[config.mk]
export PLATFORM = sky130hd
export DESIGN_NAME = uart_rx_command_decoder_unit
export DESIGN_NICKNAME = d
export VERILOG_FILES = /design/src/rtl/core/urcd_pkg.sv /design/src/rtl/core/urcd_rx_core.sv /design/src/rtl/core/urcd_cmd_dec.sv /design/src/rtl/core/uart_rx_command_decoder_unit.sv
export VERILOG_INCLUDE_DIRS = /design/src /design/src/rtl/core
export SDC_FILE = /design/constraint.sdc
export NUM_CORES = 1
export LEC_CHECK = 0
export BUFFER_PORTS_ARGS = -buffer_cell sky130_fd_sc_hd__buf_2
export CAP_MARGIN = 20
export CORE_ASPECT_RATIO = 1.1
export CORE_MARGIN = 1
export CORE_UTILIZATION = 60
export CTS_CLUSTER_SIZE = 40
export DETAILED_ROUTE_END_ITERATION = 10
export MAX_ROUTING_LAYER = met4
export PLACE_DENSITY = 0.84
export SLEW_MARGIN = 20
export SYNTH_ARGS = -nofsm -noshare
export SYNTH_HDL_FRONTEND = slang
export SYNTH_HIERARCHICAL = 1
export SYNTH_SLANG_ARGS = --single-unit
export TNS_END_PERCENT = 10
[constraint.sdc]
create_clock -name clk -period 6.17 [get_ports clk]
set_input_delay 0 -clock clk [delete_from_list [all_inputs] [get_ports clk]]
set_output_delay 0 -clock clk [all_outputs]
set_load 0.005 [all_outputs]
[src/rtl/core/uart_rx_command_decoder_unit_defines.svh]
// Assertion helpers shared by the receiver RTL.
// Both macros sample on clk and are disabled while arst_n is low.
`ifndef UART_RX_COMMAND_DECODER_UNIT_DEFINES_SVH
`define UART_RX_COMMAND_DECODER_UNIT_DEFINES_SVH

// Same-cycle implication.
`define URCD_ASSERT_IMP(label, ante, cons) \
	label: assert property (@(posedge clk) disable iff (!arst_n) (ante) |-> (cons)) \
		else $error("urcd assertion failed");

// Next-cycle implication.
`define URCD_ASSERT_NEXT(label, ante, cons) \
	label: assert property (@(posedge clk) disable iff (!arst_n) (ante) |=> (cons)) \
		else $error("urcd assertion failed");

`endif

[src/rtl/core/urcd_pkg.sv]
`timescale 1ns / 1ps

package urcd_pkg;

	// Receiver phases.
	typedef enum logic [1:0] {
		PH_IDLE  = 2'd0,
		PH_START = 2'd1,
		PH_DATA  = 2'd2,
		PH_STOP  = 2'd3
	} phase_t;

	// Configuration register indexes.
	localparam logic [1:0] CFG_HALF_BIT_TICKS = 2'd0;
	localparam logic [1:0] CFG_BIT_TICKS      = 2'd1;
	localparam logic [1:0] CFG_STOP_LEVEL     = 2'd2;

	localparam int unsigned TICK_W = 16;

	localparam logic [TICK_W-1:0] HALF_BIT_TICKS_RST = 16'd14;
	localparam logic [TICK_W-1:0] BIT_TICKS_RST      = 16'd27;

	// Command bytes.
	localparam logic [7:0] CMD_LAMP_A_ON  = 8'h01;
	localparam logic [7:0] CMD_LAMP_A_OFF = 8'h0A;
	localparam logic [7:0] CMD_LAMP_B_ON  = 8'h10;
	localparam logic [7:0] CMD_LAMP_B_OFF = 8'hA0;

	// Frame event from the receiver to the command decoder and output stage.
	typedef struct packed {
		logic       done;
		logic       ferr;
		logic [7:0] data;
		logic       receiving;
	} rx_evt_t;

	// Lamp and last-byte state after the current sample.
	typedef struct packed {
		logic       lamp_a;
		logic       lamp_b;
		logic [7:0] held;
	} dec_state_t;

endpackage

[src/rtl/core/urcd_rx_core.sv]
`timescale 1ns / 1ps

// Frame receiver: start-bit check, data bit sampling and stop-bit check.
// evt shows the outcome of the sample on level when adv is high.
module urcd_rx_core #(
	parameter int unsigned DATA_BITS = 8
) (
	input  logic                          clk,
	input  logic                          arst_n,
	input  logic                          adv,
	input  logic                          level,
	input  logic [urcd_pkg::TICK_W-1:0]   half_bit_ticks,
	input  logic [urcd_pkg::TICK_W-1:0]   bit_ticks,
	input  logic                          stop_level,
	output urcd_pkg::rx_evt_t             evt
);

	urcd_pkg::phase_t phase_q, phase_d;
	logic [urcd_pkg::TICK_W-1:0] tick_q, tick_d, tick_inc, limit;
	logic [3:0] bits_q, bits_d, bits_inc;
	logic [7:0] shift_q, shift_d;
	logic prev_q;
	logic reached;

	always_ff @(posedge clk or negedge arst_n) begin
		if (!arst_n) begin
			phase_q <= urcd_pkg::PH_IDLE;
			tick_q  <= '0;
			bits_q  <= '0;
			shift_q <= '0;
			prev_q  <= 1'b1;
		end else if (adv) begin
			phase_q <= phase_d;
			tick_q  <= tick_d;
			bits_q  <= bits_d;
			shift_q <= shift_d;
			prev_q  <= level;
		end
	end

	assign tick_inc = tick_q + 16'd1;
	assign limit    = (phase_q == urcd_pkg::PH_START) ? half_bit_ticks : bit_ticks;
	// A limit of zero fires on the next tick, as does a counter wrap.
	assign reached  = (tick_inc >= limit) || (tick_inc == '0);
	assign bits_inc = bits_q + 4'd1;

	always_comb begin
		phase_d  = phase_q;
		tick_d   = tick_q;
		bits_d   = bits_q;
		shift_d  = shift_q;
		evt.done = 1'b0;
		evt.ferr = 1'b0;
		unique case (phase_q)
			urcd_pkg::PH_IDLE: begin
				if (prev_q && !level) begin
					phase_d = urcd_pkg::PH_START;
					tick_d  = '0;
					bits_d  = '0;
					shift_d = '0;
				end
			end
			urcd_pkg::PH_START: begin
				tick_d = reached ? '0 : tick_inc;
				if (reached) begin
					phase_d = level ? urcd_pkg::PH_IDLE : urcd_pkg::PH_DATA;
				end
			end
			urcd_pkg::PH_DATA: begin
				tick_d = reached ? '0 : tick_inc;
				if (reached) begin
					shift_d = (shift_q >> 1) | (8'(level) << (DATA_BITS - 1));
					bits_d  = bits_inc;
					if (bits_inc >= 4'(DATA_BITS)) begin
						phase_d = urcd_pkg::PH_STOP;
					end
				end
			end
			urcd_pkg::PH_STOP: begin
				tick_d = reached ? '0 : tick_inc;
				if (reached) begin
					evt.done = (level == stop_level);
					evt.ferr = (level != stop_level);
					phase_d  = urcd_pkg::PH_IDLE;
					bits_d   = '0;
				end
			end
			default: begin
				phase_d = urcd_pkg::PH_IDLE;
			end
		endcase
		evt.data      = shift_q;
		evt.receiving = (phase_d != urcd_pkg::PH_IDLE);
	end

endmodule

[src/rtl/core/urcd_cmd_dec.sv]
`timescale 1ns / 1ps

// Command decoder: keeps the lamp states and the last good byte.
// st_next is the state after the current sample.
module urcd_cmd_dec (
	input  logic                   clk,
	input  logic                   arst_n,
	input  logic                   adv,
	input  urcd_pkg::rx_evt_t      evt,
	output urcd_pkg::dec_state_t   st_next
);

	urcd_pkg::dec_state_t st_q;

	always_ff @(posedge clk or negedge arst_n) begin
		if (!arst_n) begin
			st_q <= '0;
		end else if (adv) begin
			st_q <= st_next;
		end
	end

	always_comb begin
		st_next = st_q;
		if (evt.done) begin
			st_next.held = evt.data;
			unique case (evt.data)
				urcd_pkg::CMD_LAMP_A_ON:  st_next.lamp_a = 1'b1;
				urcd_pkg::CMD_LAMP_A_OFF: st_next.lamp_a = 1'b0;
				urcd_pkg::CMD_LAMP_B_ON:  st_next.lamp_b = 1'b1;
				urcd_pkg::CMD_LAMP_B_OFF: st_next.lamp_b = 1'b0;
				default: ;
			endcase
		end
	end

endmodule

[src/rtl/core/uart_rx_command_decoder_unit.sv]
`timescale 1ns / 1ps

// Serial receiver with command decoder. Each input transfer carries one sample
// of the receive line (line_level); each sample yields exactly one output
// transfer with the lamp states, the byte_done and frame_error pulses, the last
// good byte and the receiving flag as they stand after that sample.
// Both channels use valid/stall handshakes. A sample lands in an input register,
// is processed by the frame receiver and command decoder once the output register
// is free or draining, and is then written to the output register, which holds
// the result with out_valid high until the output side takes it. One sample is
// accepted per cycle for as long as the output side keeps taking results.
// When out_stall holds the output register, in_stall rises only once the input
// register is also occupied, so at most two samples are in flight.
// Reset (arst_n low) empties both registers, sets the receiver to idle with the
// previous line level high, turns both lamps off, clears the held byte and loads
// the default bit timing. Configuration writes via cfg_we/cfg_index/cfg_data
// take effect at once and are meant to occur while no sample is in flight.
module uart_rx_command_decoder_unit #(
	parameter int unsigned DATA_BITS = 8
) (
	input  logic        clk,
	input  logic        arst_n,
	input  logic        cfg_we,
	input  logic [1:0]  cfg_index,
	input  logic [15:0] cfg_data,
	input  logic        in_valid,
	output logic        in_stall,
	input  logic        line_level,
	output logic        out_valid,
	input  logic        out_stall,
	output logic        lamp_a,
	output logic        lamp_b,
	output logic        byte_done,
	output logic [7:0]  byte_value,
	output logic        frame_error,
	output logic        receiving
);

	`include "uart_rx_command_decoder_unit_defines.svh"

	logic [urcd_pkg::TICK_W-1:0] half_bit_ticks_q, bit_ticks_q;
	logic stop_level_q;

	logic valid_s1, level_s1;
	logic out_valid_q;
	logic adv;

	urcd_pkg::rx_evt_t    evt;
	urcd_pkg::dec_state_t dec_next;

	// Configuration registers.
	always_ff @(posedge clk or negedge arst_n) begin
		if (!arst_n) begin
			half_bit_ticks_q <= urcd_pkg::HALF_BIT_TICKS_RST;
			bit_ticks_q      <= urcd_pkg::BIT_TICKS_RST;
			stop_level_q     <= 1'b0;
		end else if (cfg_we) begin
			case (cfg_index)
				urcd_pkg::CFG_HALF_BIT_TICKS: half_bit_ticks_q <= cfg_data;
				urcd_pkg::CFG_BIT_TICKS:      bit_ticks_q      <= cfg_data;
				urcd_pkg::CFG_STOP_LEVEL:     stop_level_q     <= cfg_data[0];
				default: ;
			endcase
		end
	end

	// A held sample moves on whenever the output register is free or draining.
	assign adv      = valid_s1 && (!out_valid_q || !out_stall);
	assign in_stall = valid_s1 && !adv;

	// Input register.
	always_ff @(posedge clk or negedge arst_n) begin
		if (!arst_n) begin
			valid_s1 <= 1'b0;
		end else if (!in_stall) begin
			valid_s1 <= in_valid;
		end
	end

	always_ff @(posedge clk) begin
		if (in_valid && !in_stall) begin
			level_s1 <= line_level;
		end
	end

	urcd_rx_core #(
		.DATA_BITS(DATA_BITS)
	) u_rx_core (
		.clk           (clk),
		.arst_n        (arst_n),
		.adv           (adv),
		.level         (level_s1),
		.half_bit_ticks(half_bit_ticks_q),
		.bit_ticks     (bit_ticks_q),
		.stop_level    (stop_level_q),
		.evt           (evt)
	);

	urcd_cmd_dec u_cmd_dec (
		.clk    (clk),
		.arst_n (arst_n),
		.adv    (adv),
		.evt    (evt),
		.st_next(dec_next)
	);

	// Output register.
	always_ff @(posedge clk or negedge arst_n) begin
		if (!arst_n) begin
			out_valid_q <= 1'b0;
		end else if (!out_valid_q || !out_stall) begin
			out_valid_q <= adv;
		end
	end

	always_ff @(posedge clk) begin
		if (adv) begin
			lamp_a      <= dec_next.lamp_a;
			lamp_b      <= dec_next.lamp_b;
			byte_done   <= evt.done;
			byte_value  <= dec_next.held;
			frame_error <= evt.ferr;
			receiving   <= evt.receiving;
		end
	end

	assign out_valid = out_valid_q;

	// A frame ends either good or bad, never both.
	`URCD_ASSERT_IMP(a_done_xor_err, out_valid_q, !(byte_done && frame_error))
	// A completed or failed frame leaves the receiver idle.
	`URCD_ASSERT_IMP(a_end_idle, out_valid_q && (byte_done || frame_error), !receiving)
	// The input side stalls only when both registers are full and blocked.
	`URCD_ASSERT_IMP(a_stall_full, in_stall, valid_s1 && out_valid_q && out_stall)
	// An advanced sample always lands in the output register.
	`URCD_ASSERT_NEXT(a_adv_lands, adv, out_valid_q)

endmodule

==> metrics <==
Ys Warns=6; Worst Tran Pin Value=1.02 ns; Congestion Overflow GR=0; delay of the slowest cell on the worst path=0.58 ns; share of cells above drive strength 1=0.280; DR vias/cell=5.94; PnR worst setup slack=1.36 ns; crit end category=flop; Num Clock Sinks=90; hold_sp=cfg_we; Syn Std Cell Area=4860 µm²; Critical Path AT=~5.0 ns; DR pass1 iterations=7; clk buf depth=2; EDFF count, synth=14; NetSw=523 µW; initial antenna violation count=0; period utilization=0.780; Static Leak=2.52 nW; CTS buffer count=9; min Tclk post-route=between 4 and 5 ns; post-synthesis compound-gate area fraction=0.119; largest family of logic cells by synthesized area=multiplexers; xor/xnor share of the synthesized area=0.0289; Yosys reg bits=90; CP Depth=16; max_cap viols=0; CTS H-tree lvls=3; overall die width=roughly 90 µm; setup TNS=0 ns; post-synthesis mux area share=0.156; syn nets=~450; status=finished with violations; core area=7870 µm²; Routability Congestion=0.922; Cells after Synth=406; CP max FO=11; worst skew pair latency=0.37 ns; adder-cell area share of the yosys netlist=0.0618; crit path kind=reg -> reg; CP startpoint kind=flop; Worst Setup SP=u_rx_core/tick_q[0]; hold path cells=3; Detail Placement HPWL=~6600 µm; GRT Total Usage=0.253; DRT iter0 DRCs=210; Rel. slew slack=0.319; Post-DRT Antenna Nets=0; # DRC=1; Pwr per Cell Area=between 200 and 300 nW/µm²; # diodes=0; Clock Skew=around 0.02 ns; first-pass GRT wire length=15700 µm; CP Cell Sequence=ha_1, nand4_2, nor2_1, nand3_1, xnor2_1, ha_1, o2111ai_1, or3_1, o211ai_1, or2_1, nand2_1, nor2_1, buf_4, nor4b_2, nand3b_1, a21o_1; failing checks=design-rule violations; # nets final=about 500; Internal=1.03 mW; Setup Viol. Count Final=0; Root Buffer=clkbuf_8; post-synthesis simple-gate area fraction=0.122; Final Slew Violations=0; RSZ-0062 raised after global routing=no; CTS resizes=0; die span in y=96.4 µm; clock share of power=0.257; Req. time, crit path=6.32 ns; largest net degree at the start of global routing=just under 80; CP bufs+invs=1; min-delay worst type=in -> reg; Cell variety after synth=66; PortBufs=38; CTS tree=done; vias in the first global route=3371; CP max-delay cell=o211ai_1; ys async rst share=0.844; Post-CTS Hold Buffers=21; Mean Syn Cell Area=12.0 µm²; Routed WL=9570 µm; Avg WL per Cell=16.7 µm; Critical R2R Launch=u_rx_core/tick_q[0]; total number of vias=between 3000 and 4000; # IOs=39; R2R depth=16; top_reg_cell synth=dfrtp_1; switching share of power=0.337; sequential power share=0.475; pre-CTS WS=1.50 ns; die area=8460 µm²; Comb pwr share=0.267; initial core utilization=0.617; Final Hold Viols=0; setup bufs post-CTS=0; maximum vdd drop=roughly 0.23 mV; sequential share of the synthesized area=0.480; f_max=0.208 GHz; Area growth syn-to-layout=13.4%; Core Rows=34; Worst-path clk slew=approximately 0.11 ns; crit-path leading delay family=simple AND/OR/NAND/NOR gates
path summary, 6_finish.rpt:
check                                  endpoint  slack [ns]
min in group asynchronous  u_rx_core/tick_q[13]        0.30
hold / removal                     stop_level_q        0.01
hold reg to reg                       out_valid        0.48
setup / recovery                         lamp_b        1.36
max in group asynchronous  u_rx_core/tick_q[15]        5.22
setup reg to reg                         lamp_b        1.36
layout by cell type (no fill, tap or decap), drive strengths merged, types with 10 or more instances in the layout:
cell type    instances
nand2               20
nor2                21
a21oi               10
a22o                23
buf                 40
dlygate4sd3         21
mux2i               17
nand3               12
edfxtp              14
mux2                52
o21ai               14
inv                 15
dfrtp               68
ha                  24
cell families after synthesis:
logic type / after synthesis
mux: 69
xor+xnor: 16
buf+inv: 31
flops: 90
compound gates: 78
fa+ha+maj: 24
simple gates: 98
synth_stat cells (9+ instances only):
library cell	count	area, µm²
dfrtp_1	68	1700
mux2_2	51	574
ha_1	24	300
a22o_1	22	193
nand2_1	20	75.1
nor2_1	19	71.3
mux2i_1	17	170
edfxtp_1	14	420
inv_1	12	45.0
nand3_1	11	55.1
a21oi_1	10	50.1
xor2_1	9	78.8
worst register-to-register path, delay by kind of cell (launching register included):
kind                       cells  cell delay (ns)
and+or+nand+nor                9             2.12
AOI/OAI and AO/OA              3             0.93
adders and majority gates      2             0.66
DFF                            1             0.48
xor gates and xnor gates       1             0.20
buffers and inverters          1             0.20
final cells by class:
cell class | count | area (µm²)
multi-input cells | 285 | 2370
fillers | 546 | 2360
flip-flops and latches | 90 | 2330
repair buffers | 61 | 418
well taps | 108 | 135
clock buffers | 9 | 124
clock inverters | 7 | 81.3
inverters | 12 | 45.0
power groups by stage:
stage          Sequential, mW  Clock [mW]  Combinational (mW)
2_1_floorplan           0.726           0               0.314
3_3_place_gp            0.742           0               0.380
3_5_place_dp            0.748           0               0.397
5_1_grt                 0.747       0.428               0.465
4_1_cts                 0.736       0.409               0.412
6_report                0.738       0.399               0.415
sequential cells by signal, summed over array words and instances (netlist names), 2 cells and up:
signal / count
bit_ticks_q: 16
u_rx_core/phase_q: 2
half_bit_ticks_q: 16
byte_value: 8
u_rx_core/bits_q: 4
u_cmd_dec/st_q: 10
u_rx_core/shift_q: 8
u_rx_core/tick_q: 16
metrics by stage:
step                 util  cells  power, mW  instance area [µm²]  hold WS [ns]
CTS                 0.700    572       1.56                 5510       0.00873
floorplan               -    406       1.04                 4860        -0.296
global route        0.700    572       1.64                 5510        0.0307
global placement    0.647    535       1.12                 5090         0.181
finish              0.700    572       1.55                 5510        0.0149
detailed placement  0.647    535       1.14                 5090         0.183
metal layers:
layer | part of all wire | global-route usage | up-vias | wire length (µm)
li1 | - | - | 1619 | -
met1 | 0.43 | 0.304 | 1670 | 4110
met2 | 0.51 | 0.425 | 86 | 4880
met3 | 0.034 | 0.0360 | 23 | 325
met4 | 0.027 | 0.115 | 0 | 255
met5 | 0 | - | - | 0
Note: power is estimated with default switching activity, not from simulation.
